`src/design/assert_macros.svh`:
```
// Assertion macros shared by the design files.
// Depends on nothing; included by files that carry concurrent checks.
`ifndef ASSERT_MACROS_SVH
`define ASSERT_MACROS_SVH

// Same-cycle implication, disabled while reset is asserted
`define AST_IMP(lbl, clk, rstn, ante, cons, msg) \
    lbl: assert property (@(posedge clk) disable iff (!(rstn)) (ante) |-> (cons)) \
        else $error(msg);

// Next-cycle implication, disabled while reset is asserted
`define AST_NXT(lbl, clk, rstn, ante, cons, msg) \
    lbl: assert property (@(posedge clk) disable iff (!(rstn)) (ante) |=> (cons)) \
        else $error(msg);

`endif

```
`src/design/apsel_pkg.sv`:
```
// Shared types and constants of the aging priority task selector.
// Depends on nothing; imported by apsel_cell and the top level.
package apsel_pkg;

    localparam int SLOT_W     = 3;
    localparam int SLOT_COUNT = 8;
    localparam int RANK_W     = 3;
    localparam int TIME_W     = 32;
    localparam int PRIO_W     = 8;
    localparam int RUNS_W     = 16;
    localparam int OP_W       = 2;
    localparam int ELAPSED_W  = 16;

    typedef enum logic [OP_W-1:0] {
        OP_ADD    = 2'd0,
        OP_REMOVE = 2'd1,
        OP_YIELD  = 2'd2,
        OP_NOP    = 2'd3
    } t_op;

    // Best candidate handed from cell to cell during a yield sweep
    typedef struct packed {
        logic              found;
        logic [SLOT_W-1:0] idx;
        logic [PRIO_W-1:0] score;
        logic [RANK_W-1:0] rank;
    } t_scan;

    // Command broadcast to every cell
    typedef struct packed {
        logic              add;
        logic              rem;
        logic              commit;
        logic [SLOT_W-1:0] slot;
        logic              tgt_live;
        logic [RANK_W-1:0] tgt_rank;
        logic [TIME_W-1:0] now;
        logic [PRIO_W-1:0] prio;
        logic [TIME_W-1:0] period;
        logic [RUNS_W-1:0] runs;
    } t_cmd;

    // Status a cell reports back to the control
    typedef struct packed {
        logic              live;
        logic [RANK_W-1:0] rank;
    } t_cell_stat;

    // Result item, hit in the lowest bit
    typedef struct packed {
        logic [PRIO_W-1:0] score;
        logic [SLOT_W-1:0] chosen;
        logic              hit;
    } t_result;

endpackage

```
`src/design/aging_priority_task_selector_top.sv`:
```
// Channel   | Dir | Handshake                      | Payload
// request   | in  | i_s_axis_tvalid/o_s_axis_tready | tuser: op; tdata: slot..runs
// result    | out | o_m_axis_tvalid/i_m_axis_tready | tdata: hit, chosen, score
//
// Add, remove and no-op requests finish as soon as they are accepted. A yield
// request sweeps the chain of slot cells: the best candidate ripples down it,
// one cell per cycle, then the winner, if any, is rescheduled.
// Reset (synchronous, active low) frees every slot; stored task fields stay.
// A finished result waits in the output register; a second result waits in a
// hold register, and no request is taken until it has moved out.
//
// Top level of the aging priority task selector; depends on apsel_pkg,
// apsel_cell and assert_macros.svh.
`include "assert_macros.svh"

module aging_priority_task_selector_top
    import apsel_pkg::*;
#(
    parameter int MAX_TASKS = 8
) (
    input  logic        i_clk,
    input  logic        i_rst_n,
    input  logic        i_s_axis_tvalid,
    output logic        o_s_axis_tready,
    // low to high: slot[2:0], now[34:3], base_priority[42:35],
    // period[74:43], runs[90:75], zero pad[95:91]
    input  logic [95:0] i_s_axis_tdata,
    // op[1:0]
    input  logic [1:0]  i_s_axis_tuser,
    output logic        o_m_axis_tvalid,
    input  logic        i_m_axis_tready,
    // low to high: hit[0], chosen[3:1], score[11:4], zero pad[15:12]
    output logic [15:0] o_m_axis_tdata
);

    localparam int NCELL = (MAX_TASKS < SLOT_COUNT) ? MAX_TASKS : SLOT_COUNT;
    localparam int CNT_W = $clog2(NCELL + 1);
    localparam logic [SLOT_W:0] NCELL_L = (SLOT_W + 1)'(NCELL);

    typedef enum logic [1:0] {
        S_IDLE,
        S_SCAN,
        S_HOLD
    } t_state;

    t_state            r_state, n_state;
    logic [CNT_W-1:0]  r_cnt, n_cnt;
    logic [SLOT_W-1:0] r_slot, n_slot;
    logic [TIME_W-1:0] r_now, n_now;
    t_result           r_res, n_res;
    logic              r_m_valid, n_m_valid;
    t_result           r_m_data, n_m_data;

    t_op               w_op;
    logic [SLOT_W-1:0] w_slot;
    logic [TIME_W-1:0] w_now;
    logic [PRIO_W-1:0] w_prio;
    logic [TIME_W-1:0] w_period;
    logic [RUNS_W-1:0] w_runs;
    logic              w_in_range;
    logic              w_accept;
    logic              w_out_free;
    logic              w_scan_end;
    logic              w_res_done;
    t_cell_stat        w_tgt;
    t_result           w_res_new;
    t_cmd              w_cmd;
    t_scan             w_last;
    t_scan             w_scan [NCELL+1];
    t_cell_stat        w_stat [NCELL];
    logic [NCELL-1:0]      w_rank0;
    logic [SLOT_COUNT-1:0] w_live_pad;

    // Unpack the request
    assign w_op     = t_op'(i_s_axis_tuser);
    assign w_slot   = i_s_axis_tdata[2:0];
    assign w_now    = i_s_axis_tdata[34:3];
    assign w_prio   = i_s_axis_tdata[42:35];
    assign w_period = i_s_axis_tdata[74:43];
    assign w_runs   = i_s_axis_tdata[90:75];

    assign w_in_range = ({1'b0, w_slot} < NCELL_L);
    assign o_s_axis_tready = (r_state == S_IDLE) && i_rst_n;
    assign w_accept   = i_s_axis_tvalid && o_s_axis_tready;
    assign w_out_free = !r_m_valid || i_m_axis_tready;
    assign w_scan_end = (r_state == S_SCAN) && (r_cnt == CNT_W'(NCELL));
    assign w_last     = w_scan[NCELL];

    // Pick the addressed slot's live flag and rank
    always_comb begin
        w_tgt = '0;
        for (int i = 0; i < NCELL; i++) begin
            if (w_slot == SLOT_W'(i)) begin
                w_tgt = w_stat[i];
            end
        end
    end

    // Build the command broadcast to all cells
    always_comb begin
        w_cmd          = '0;
        w_cmd.add      = w_accept && (w_op == OP_ADD) && w_in_range;
        w_cmd.rem      = w_accept && (w_op == OP_REMOVE) && w_in_range && w_tgt.live;
        w_cmd.commit   = w_scan_end && w_last.found;
        w_cmd.slot     = (r_state == S_SCAN) ? w_last.idx : w_slot;
        w_cmd.tgt_live = w_tgt.live;
        w_cmd.tgt_rank = w_tgt.rank;
        w_cmd.now      = (r_state == S_SCAN) ? r_now : w_now;
        w_cmd.prio     = w_prio;
        w_cmd.period   = w_period;
        w_cmd.runs     = w_runs;
    end

    // Form the result of the finishing request
    always_comb begin
        w_res_new = '0;
        if (r_state == S_SCAN) begin
            w_res_new.hit    = w_last.found;
            w_res_new.chosen = w_last.found ? w_last.idx : r_slot;
            w_res_new.score  = w_last.found ? w_last.score : '0;
        end else begin
            w_res_new.chosen = w_slot;
            unique case (w_op)
                OP_ADD:    w_res_new.hit = w_in_range;
                OP_REMOVE: w_res_new.hit = w_in_range && w_tgt.live;
                OP_YIELD:  w_res_new.hit = 1'b0;
                OP_NOP:    w_res_new.hit = 1'b0;
                default:   w_res_new.hit = 1'b0;
            endcase
        end
        w_res_done = (w_accept && (w_op != OP_YIELD)) || w_scan_end;
    end

    // Chain of slot cells; the sweep enters empty at cell 0
    assign w_scan[0] = '0;

    for (genvar g = 0; g < NCELL; g++) begin : g_cell
        apsel_cell #(
            .IDX (g)
        ) u_cell (
            .i_clk   (i_clk),
            .i_rst_n (i_rst_n),
            .i_cmd   (w_cmd),
            .i_scan  (w_scan[g]),
            .o_scan  (w_scan[g+1]),
            .o_stat  (w_stat[g])
        );
        assign w_rank0[g] = w_stat[g].live && (w_stat[g].rank == '0);
    end

    always_comb begin
        w_live_pad = '0;
        for (int i = 0; i < NCELL; i++) begin
            w_live_pad[i] = w_stat[i].live;
        end
    end

    // Sequence requests and steer results into the output register
    always_comb begin
        n_state   = r_state;
        n_cnt     = r_cnt;
        n_slot    = r_slot;
        n_now     = r_now;
        n_res     = w_res_done ? w_res_new : r_res;
        n_m_valid = r_m_valid && !i_m_axis_tready;
        n_m_data  = r_m_data;

        unique case (r_state)
            S_IDLE: begin
                if (w_accept) begin
                    n_slot = w_slot;
                    n_now  = w_now;
                    if (w_op == OP_YIELD) begin
                        n_state = S_SCAN;
                        n_cnt   = '0;
                    end else if (!w_out_free) begin
                        n_state = S_HOLD;
                    end
                end
            end
            S_SCAN: begin
                if (w_scan_end) begin
                    n_state = w_out_free ? S_IDLE : S_HOLD;
                end else begin
                    n_cnt = r_cnt + 1'b1;
                end
            end
            S_HOLD: begin
                if (w_out_free) begin
                    n_state   = S_IDLE;
                    n_m_valid = 1'b1;
                    n_m_data  = r_res;
                end
            end
            default: n_state = S_IDLE;
        endcase

        if (w_res_done && w_out_free) begin
            n_m_valid = 1'b1;
            n_m_data  = w_res_new;
        end
    end

    always_ff @(posedge i_clk) begin
        if (!i_rst_n) begin
            r_state   <= S_IDLE;
            r_cnt     <= '0;
            r_m_valid <= 1'b0;
        end else begin
            r_state   <= n_state;
            r_cnt     <= n_cnt;
            r_slot    <= n_slot;
            r_now     <= n_now;
            r_res     <= n_res;
            r_m_valid <= n_m_valid;
            r_m_data  <= n_m_data;
        end
    end

    assign o_m_axis_tvalid = r_m_valid;
    assign o_m_axis_tdata  = {4'b0, r_m_data};

    // Live ranks form 0..L-1, so at most one live slot is the newest
    `AST_IMP(a_one_newest, i_clk, i_rst_n, 1'b1, $onehot0(w_rank0), "two newest slots")
    // An add in range leaves the slot live
    `AST_NXT(a_add_live, i_clk, i_rst_n, w_cmd.add, w_live_pad[r_slot], "add left slot free")
    // A remove that hits leaves the slot free
    `AST_NXT(a_rem_free, i_clk, i_rst_n, w_cmd.rem, !w_live_pad[r_slot], "remove left slot live")

endmodule

```
`src/design/apsel_cell.sv`:
```
// One task slot: stored task fields, age rank, and one step of the yield sweep.
// Depends on apsel_pkg; instantiated in a chain by the top level.
module apsel_cell
    import apsel_pkg::*;
#(
    parameter int IDX = 0
) (
    input  logic       i_clk,
    input  logic       i_rst_n,
    input  t_cmd       i_cmd,
    input  t_scan      i_scan,
    output t_scan      o_scan,
    output t_cell_stat o_stat
);

    logic              r_live, n_live;
    logic [RANK_W-1:0] r_rank, n_rank;
    logic [PRIO_W-1:0] r_prio, n_prio;
    logic [TIME_W-1:0] r_period, n_period;
    logic [RUNS_W-1:0] r_runs, n_runs;
    logic [TIME_W-1:0] r_due, n_due;
    t_scan             r_scan, n_scan;

    logic                 w_sel;
    logic [ELAPSED_W-1:0] w_el;
    logic [PRIO_W-1:0]    w_score;
    logic                 w_elig;
    logic                 w_take;

    // Score this slot against the incoming best candidate
    always_comb begin
        w_sel   = (i_cmd.slot == SLOT_W'(IDX));
        w_el    = i_cmd.now[ELAPSED_W-1:0] - r_due[ELAPSED_W-1:0];
        w_score = r_prio + w_el[PRIO_W-1:0];
        w_elig  = r_live && (r_runs != '0) && !w_el[ELAPSED_W-1];
        w_take  = w_elig && (!i_scan.found || (w_score > i_scan.score) ||
                  ((w_score == i_scan.score) && (r_rank > i_scan.rank)));
        n_scan  = i_scan;
        if (w_take) begin
            n_scan.found = 1'b1;
            n_scan.idx   = SLOT_W'(IDX);
            n_scan.score = w_score;
            n_scan.rank  = r_rank;
        end
    end

    // Keep live flag and age rank consistent on add and remove
    always_comb begin
        n_live = r_live;
        n_rank = r_rank;
        priority if (i_cmd.add && w_sel) begin
            n_live = 1'b1;
            n_rank = '0;
        end else if (i_cmd.add && r_live &&
                     (!i_cmd.tgt_live || (r_rank < i_cmd.tgt_rank))) begin
            n_rank = r_rank + 1'b1;
        end else if (i_cmd.rem && w_sel) begin
            n_live = 1'b0;
        end else if (i_cmd.rem && r_live && (r_rank > i_cmd.tgt_rank)) begin
            n_rank = r_rank - 1'b1;
        end else begin
            // hold
        end
    end

    // Load task fields on add, reschedule on commit
    always_comb begin
        n_prio   = r_prio;
        n_period = r_period;
        n_runs   = r_runs;
        n_due    = r_due;
        priority if (i_cmd.add && w_sel) begin
            n_prio   = i_cmd.prio;
            n_period = i_cmd.period;
            n_runs   = i_cmd.runs;
            n_due    = i_cmd.now;
        end else if (i_cmd.commit && w_sel) begin
            n_due = i_cmd.now + r_period;
            if (!r_runs[RUNS_W-1] && (r_runs != '0)) begin
                n_runs = r_runs - 1'b1;
            end
        end else begin
            // hold
        end
    end

    always_ff @(posedge i_clk) begin
        if (!i_rst_n) begin
            r_live <= 1'b0;
            r_rank <= '0;
        end else begin
            r_live <= n_live;
            r_rank <= n_rank;
        end
    end

    always_ff @(posedge i_clk) begin
        r_prio   <= n_prio;
        r_period <= n_period;
        r_runs   <= n_runs;
        r_due    <= n_due;
        r_scan   <= n_scan;
    end

    assign o_scan      = r_scan;
    assign o_stat.live = r_live;
    assign o_stat.rank = r_rank;

endmodule
```
`config.mk`:
```
export PLATFORM = sky130hd
export DESIGN_NAME = aging_priority_task_selector_top
export DESIGN_NICKNAME = d
export VERILOG_FILES = /design/src/design/apsel_pkg.sv /design/src/design/aging_priority_task_selector_top.sv /design/src/design/apsel_cell.sv
export VERILOG_INCLUDE_DIRS = /design/src /design/src/design
export SDC_FILE = /design/constraint.sdc
export NUM_CORES = 2
export LEC_CHECK = 0
export ABC_AREA = 1
export CORE_ASPECT_RATIO = 1.4
export CORE_UTILIZATION = 60
export DETAILED_ROUTE_END_ITERATION = 10
export DONT_BUFFER_PORTS = 1
export MAX_ROUTING_LAYER = met4
export PLACE_DENSITY = 0.76
export SLEW_MARGIN = 5
export SYNTH_ARGS = -nofsm -noshare
export SYNTH_HDL_FRONTEND = slang
export SYNTH_SLANG_ARGS = --single-unit
```
`constraint.sdc`:
```
create_clock -name i_clk -period 20.6 [get_ports i_clk]
set_input_delay 0 -clock i_clk [delete_from_list [all_inputs] [get_ports i_clk]]
set_output_delay 0 -clock i_clk [all_outputs]
set_load 0.01 [all_outputs]
```
==> flow_metrics.env <==
export IMPL_status="finished, final reports clean"
export IMPL_die_area_sq_mm=0.06837
export IMPL_port_buffers=0
export IMPL_grt_max_degree=62
export IMPL_synthCells=4636
export IMPL_first_pass_iters=6
export IMPL_seqPwrFrac=0.439
export IMPL_synth_async_reset_ratio=0
export IMPL_cp_max_fo=35
export IMPL_required_ns=21.07
export IMPL_gp_congestion=0.9529
export IMPL_max_slew_margin=0.09942
export IMPL_clk_latency_ns=0.63
export IMPL_worst_setup_path_end_kind="flip-flop"
export IMPL_r2r_start="r_state[1]"
export IMPL_coreArea_sq_mm=0.06656
export IMPL_grt_pass1_wl_mm=171.8
export IMPL_antenna_left=0
export IMPL_worstSetupPathType="flip-flop to flip-flop"
export IMPL_die_w_um=221.3
export IMPL_clkTransAtPathRegs_ns=0.06
export IMPL_grt_overflow_total=0
export IMPL_worst_pin_slew_ns=1.341
export IMPL_grtUsageMet3=0.04436
export IMPL_vias=32710
export IMPL_cts_sinks=640
export IMPL_rsz0062_at_grt="false"
export IMPL_fin_setup_tns_ns=0
export IMPL_synth_top_cells_by_area="edfxtp_1 37%, ha_1 13%, nand2_1 8.5%, dfxtp_1 7.4%, inv_1 6.1%"
export IMPL_hold_class="primary input to flip-flop"
export IMPL_fmax_ghz=0.1332
export IMPL_cts_inserted_buffers=68
export IMPL_power_switching_mw=0.8645
export IMPL_ys_seq_elements=640
export IMPL_syn_to_final_growth_pct=10.18
export IMPL_dpl_cell_count=5450
export IMPL_p_sw_frac=0.2700
export IMPL_met1_usage=0.3882
export IMPL_synth_common_cells="912 x nand2_1, 657 x inv_1, 491 x edfxtp_1, 407 x ha_1, 392 x o21ai_0"
export IMPL_netlist_area_sq_mm=0.04039
export IMPL_critPathTopFamily="simple AND/OR/NAND/NOR gates"
export IMPL_cp_start_kind="flip-flop"
export IMPL_synth_top_area_frac=0.3651
export IMPL_met2_usage=0.5752
export IMPL_grt_use_total=0.3404
export IMPL_cts_resized=0
export IMPL_cts_buffer_depth=3
export IMPL_synth_warnings=0
export IMPL_cts_hold_buf=74
export IMPL_rows=112
export IMPL_viasPerCell=5.793
export IMPL_critical_path_startpoint="r_state[1]"
export IMPL_drtIter0Drc=3033
export IMPL_crit_buf_inv=6
export IMPL_ios=120
export IMPL_drive_above_1_share=0.05203
export IMPL_cts_tree="built"
export IMPL_critical_path_arrival_ns=7.98
export IMPL_final_cells=5647
export IMPL_antenna_found_initial=5
export IMPL_top_usage_layer="met2"
export IMPL_ir_drop_uv=66.30
export IMPL_p_clk_frac=0.399
export IMPL_cap_violations=0
export IMPL_synth_flop_cell="edfxtp_1"
export IMPL_start_util=0.6067
export IMPL_critical_path_max_stage_delay_ns=1.03
export IMPL_worstHoldStart="i_s_axis_tdata[7]"
export IMPL_comb_power_share=0.162
export IMPL_synth_edff_count=491
export IMPL_hpwl_mm=78.74
export IMPL_hold_violations=0
export IMPL_slew_viol_final=0
export IMPL_htree_levels=3
export IMPL_cpMaxStageDelayCell="nor3_1"
export IMPL_power_density_mw_per_mm2=71.94
export IMPL_layout_min_cycle_time_ns=7.509
export IMPL_leakagePower_nw=19.05
export IMPL_wl_mm=112.2
export IMPL_cts_root_buf="clkbuf_16"
export IMPL_postSynthAreaPerCell_sq_um=8.711
export IMPL_wire_per_inst_um=19.87
export IMPL_finalCritPeriodShare=0.3645
export IMPL_yosysMostFrequentCell="nand2_1"
export IMPL_intPower_mw=2.337
export IMPL_die_y_um=309.0
export IMPL_nNetsFinal=5280
export IMPL_postCtsSetupBuffers=0
export IMPL_ys_seq_area_frac=0.4389
export IMPL_setup_viol=0
export IMPL_route_detailed_drc=0
export IMPL_synth_cell_types=57
export IMPL_grt_pass1_vias=31590
export IMPL_clock_skew_ns=0.03053
export IMPL_synth_top_area_cell="edfxtp_1"
export IMPL_ff2ff_setup_slack_ns=13.09
## worst register-to-register path, stage by stage (launching register included)
cell	delay (ns)
dfxtp_1	0.33
inv_1	0.07
nand2_2	0.05
buf_4	0.39
inv_1	0.22
nand2_1	0.10
nand2_1	0.05
buf_4	0.27
ha_1	0.47
nand2_1	0.06
o21ai_0	0.38
a21oi_1	0.11
o21ai_0	0.20
xnor2_1	0.14
inv_1	0.06
ha_1	0.29
inv_1	0.07
nor4_1	0.27
nand2_1	0.07
o311ai_0	0.11
xor2_1	0.19
ha_1	0.35
nand4_1	0.12
nor3_1	1.03
a31oi_1	0.18
a21oi_1	0.32
nand3_1	0.85
o21ai_0	0.61
## sequential cells by signal, summed over array words and instances (netlist names)
signal / cells
g_cell.u_cell.r_due: 128
g_cell.u_cell.r_period: 128
g_cell.u_cell.r_runs: 128
g_cell.u_cell.o_scan: 110
g_cell.u_cell.r_prio: 64
g_cell.u_cell.r_rank: 24
r_now: 16
o_m_axis_tdata: 12
r_res: 12
g_cell.u_cell.r_live: 8
r_cnt: 4
r_slot: 3
r_state: 2
o_m_axis_tvalid: 1
## kinds of logic (layout without fill, tap and decap cells)
group | Yosys count | count (layout) | synth area share
multiplexers | 3 | 3 | 0.0008055
AO/OA/AOI/OAI | 915 | 915 | 0.1221
XOR/XNOR | 233 | 233 | 0.05053
other | 1 | 10 | 0.00009285
flip-flops | 640 | 640 | 0.4389
AND/OR/NAND/NOR | 1639 | 1639 | 0.1717
adder cells (fa/ha/maj) | 439 | 439 | 0.1420
buffers and inverters | 766 | 913 | 0.07386
## path summary, 6_finish.rpt
| kind | endpoint | cells after the start |
|---|---|---|
| min reg2reg | g_cell[5].u_cell.o_scan[13] | 2 |
| max reg2reg | g_cell[1].u_cell.o_scan[8] | 27 |
| max | g_cell[1].u_cell.o_scan[8] | 27 |
| min | r_now[4] | 1 |
## cell usage in the layout (no fill, tap or decap), types with 8 or more instances in the layout
master and instances:
or2_2 41, and2_1 9, inv_2 14, nor3_1 36
buf_4 49, o22ai_1 11, edfxtp_1 491, o21a_1 12
dfxtp_1 149, xnor2_1 119, o211ai_1 11, nor2_4 8
o21bai_1 14, a22oi_1 9, nor2_1 325, nand3b_1 18
dlygate4sd3_1 74, nor4_1 14, clkbuf_16 73, inv_1 657
nand3_1 185, o21ai_1 41, o21ai_0 391, nand2_1 910
a31oi_1 53, a21o_1 25, a21oi_1 316, xor2_1 114
fa_1 32, nor3_2 8, nand4_1 69, ha_1 407
clkinv_2 13
## power by group through the flow
stage | sequential (mW) | combinational [mW] | clock, mW
after floorplan | 1.43 | 0.349 | 0
after global placement | 1.43 | 0.465 | 0
after detailed placement | 1.43 | 0.478 | 0
after CTS | 1.41 | 0.513 | 1.29
after global routing | 1.41 | 0.577 | 1.33
final | 1.41 | 0.519 | 1.28
## final cells by class
class	instances	area, sq um
antenna	6	15.01
clock buffer	82	1911
clock inverter	35	372.9
fill	5298	22070
inverter	673	2526
multi-input combinational	3233	19770
sequential	640	17730
tap	855	1070
timing repair buffer	123	1109
## through the flow
| step | hold slack [ns] | power, mW | cell area, sq um | utilization | setup slack (ns) |
|---|---|---|---|---|---|
| 6_report | 0.02359 | 3.201 | 44500 | 0.6685 | 13.09 |
| 5_1_grt | 0.01525 | 3.316 | 44490 | 0.6684 | 12.76 |
| 4_1_cts | 0.0005899 | 3.206 | 44480 | 0.6683 | 13.22 |
| 3_5_place_dp | 0.09895 | 1.912 | 41460 | 0.6228 | 13.26 |
| 3_3_place_gp | 0.09895 | 1.898 | 41460 | 0.6228 | 13.42 |
| 2_1_floorplan | 0.09887 | 1.780 | 40400 | - | 13.53 |
## metal layers
| metal | up-vias | part of all wire |
|---|---|---|
| met5 | - | 0 |
| met4 | 0 | 0.064 |
| met3 | 334 | 0.076 |
| met2 | 1248 | 0.48 |
| met1 | 15220 | 0.38 |
| li1 | 15910 | - |
No activity file was read; power rests on OpenSTA's default activity.
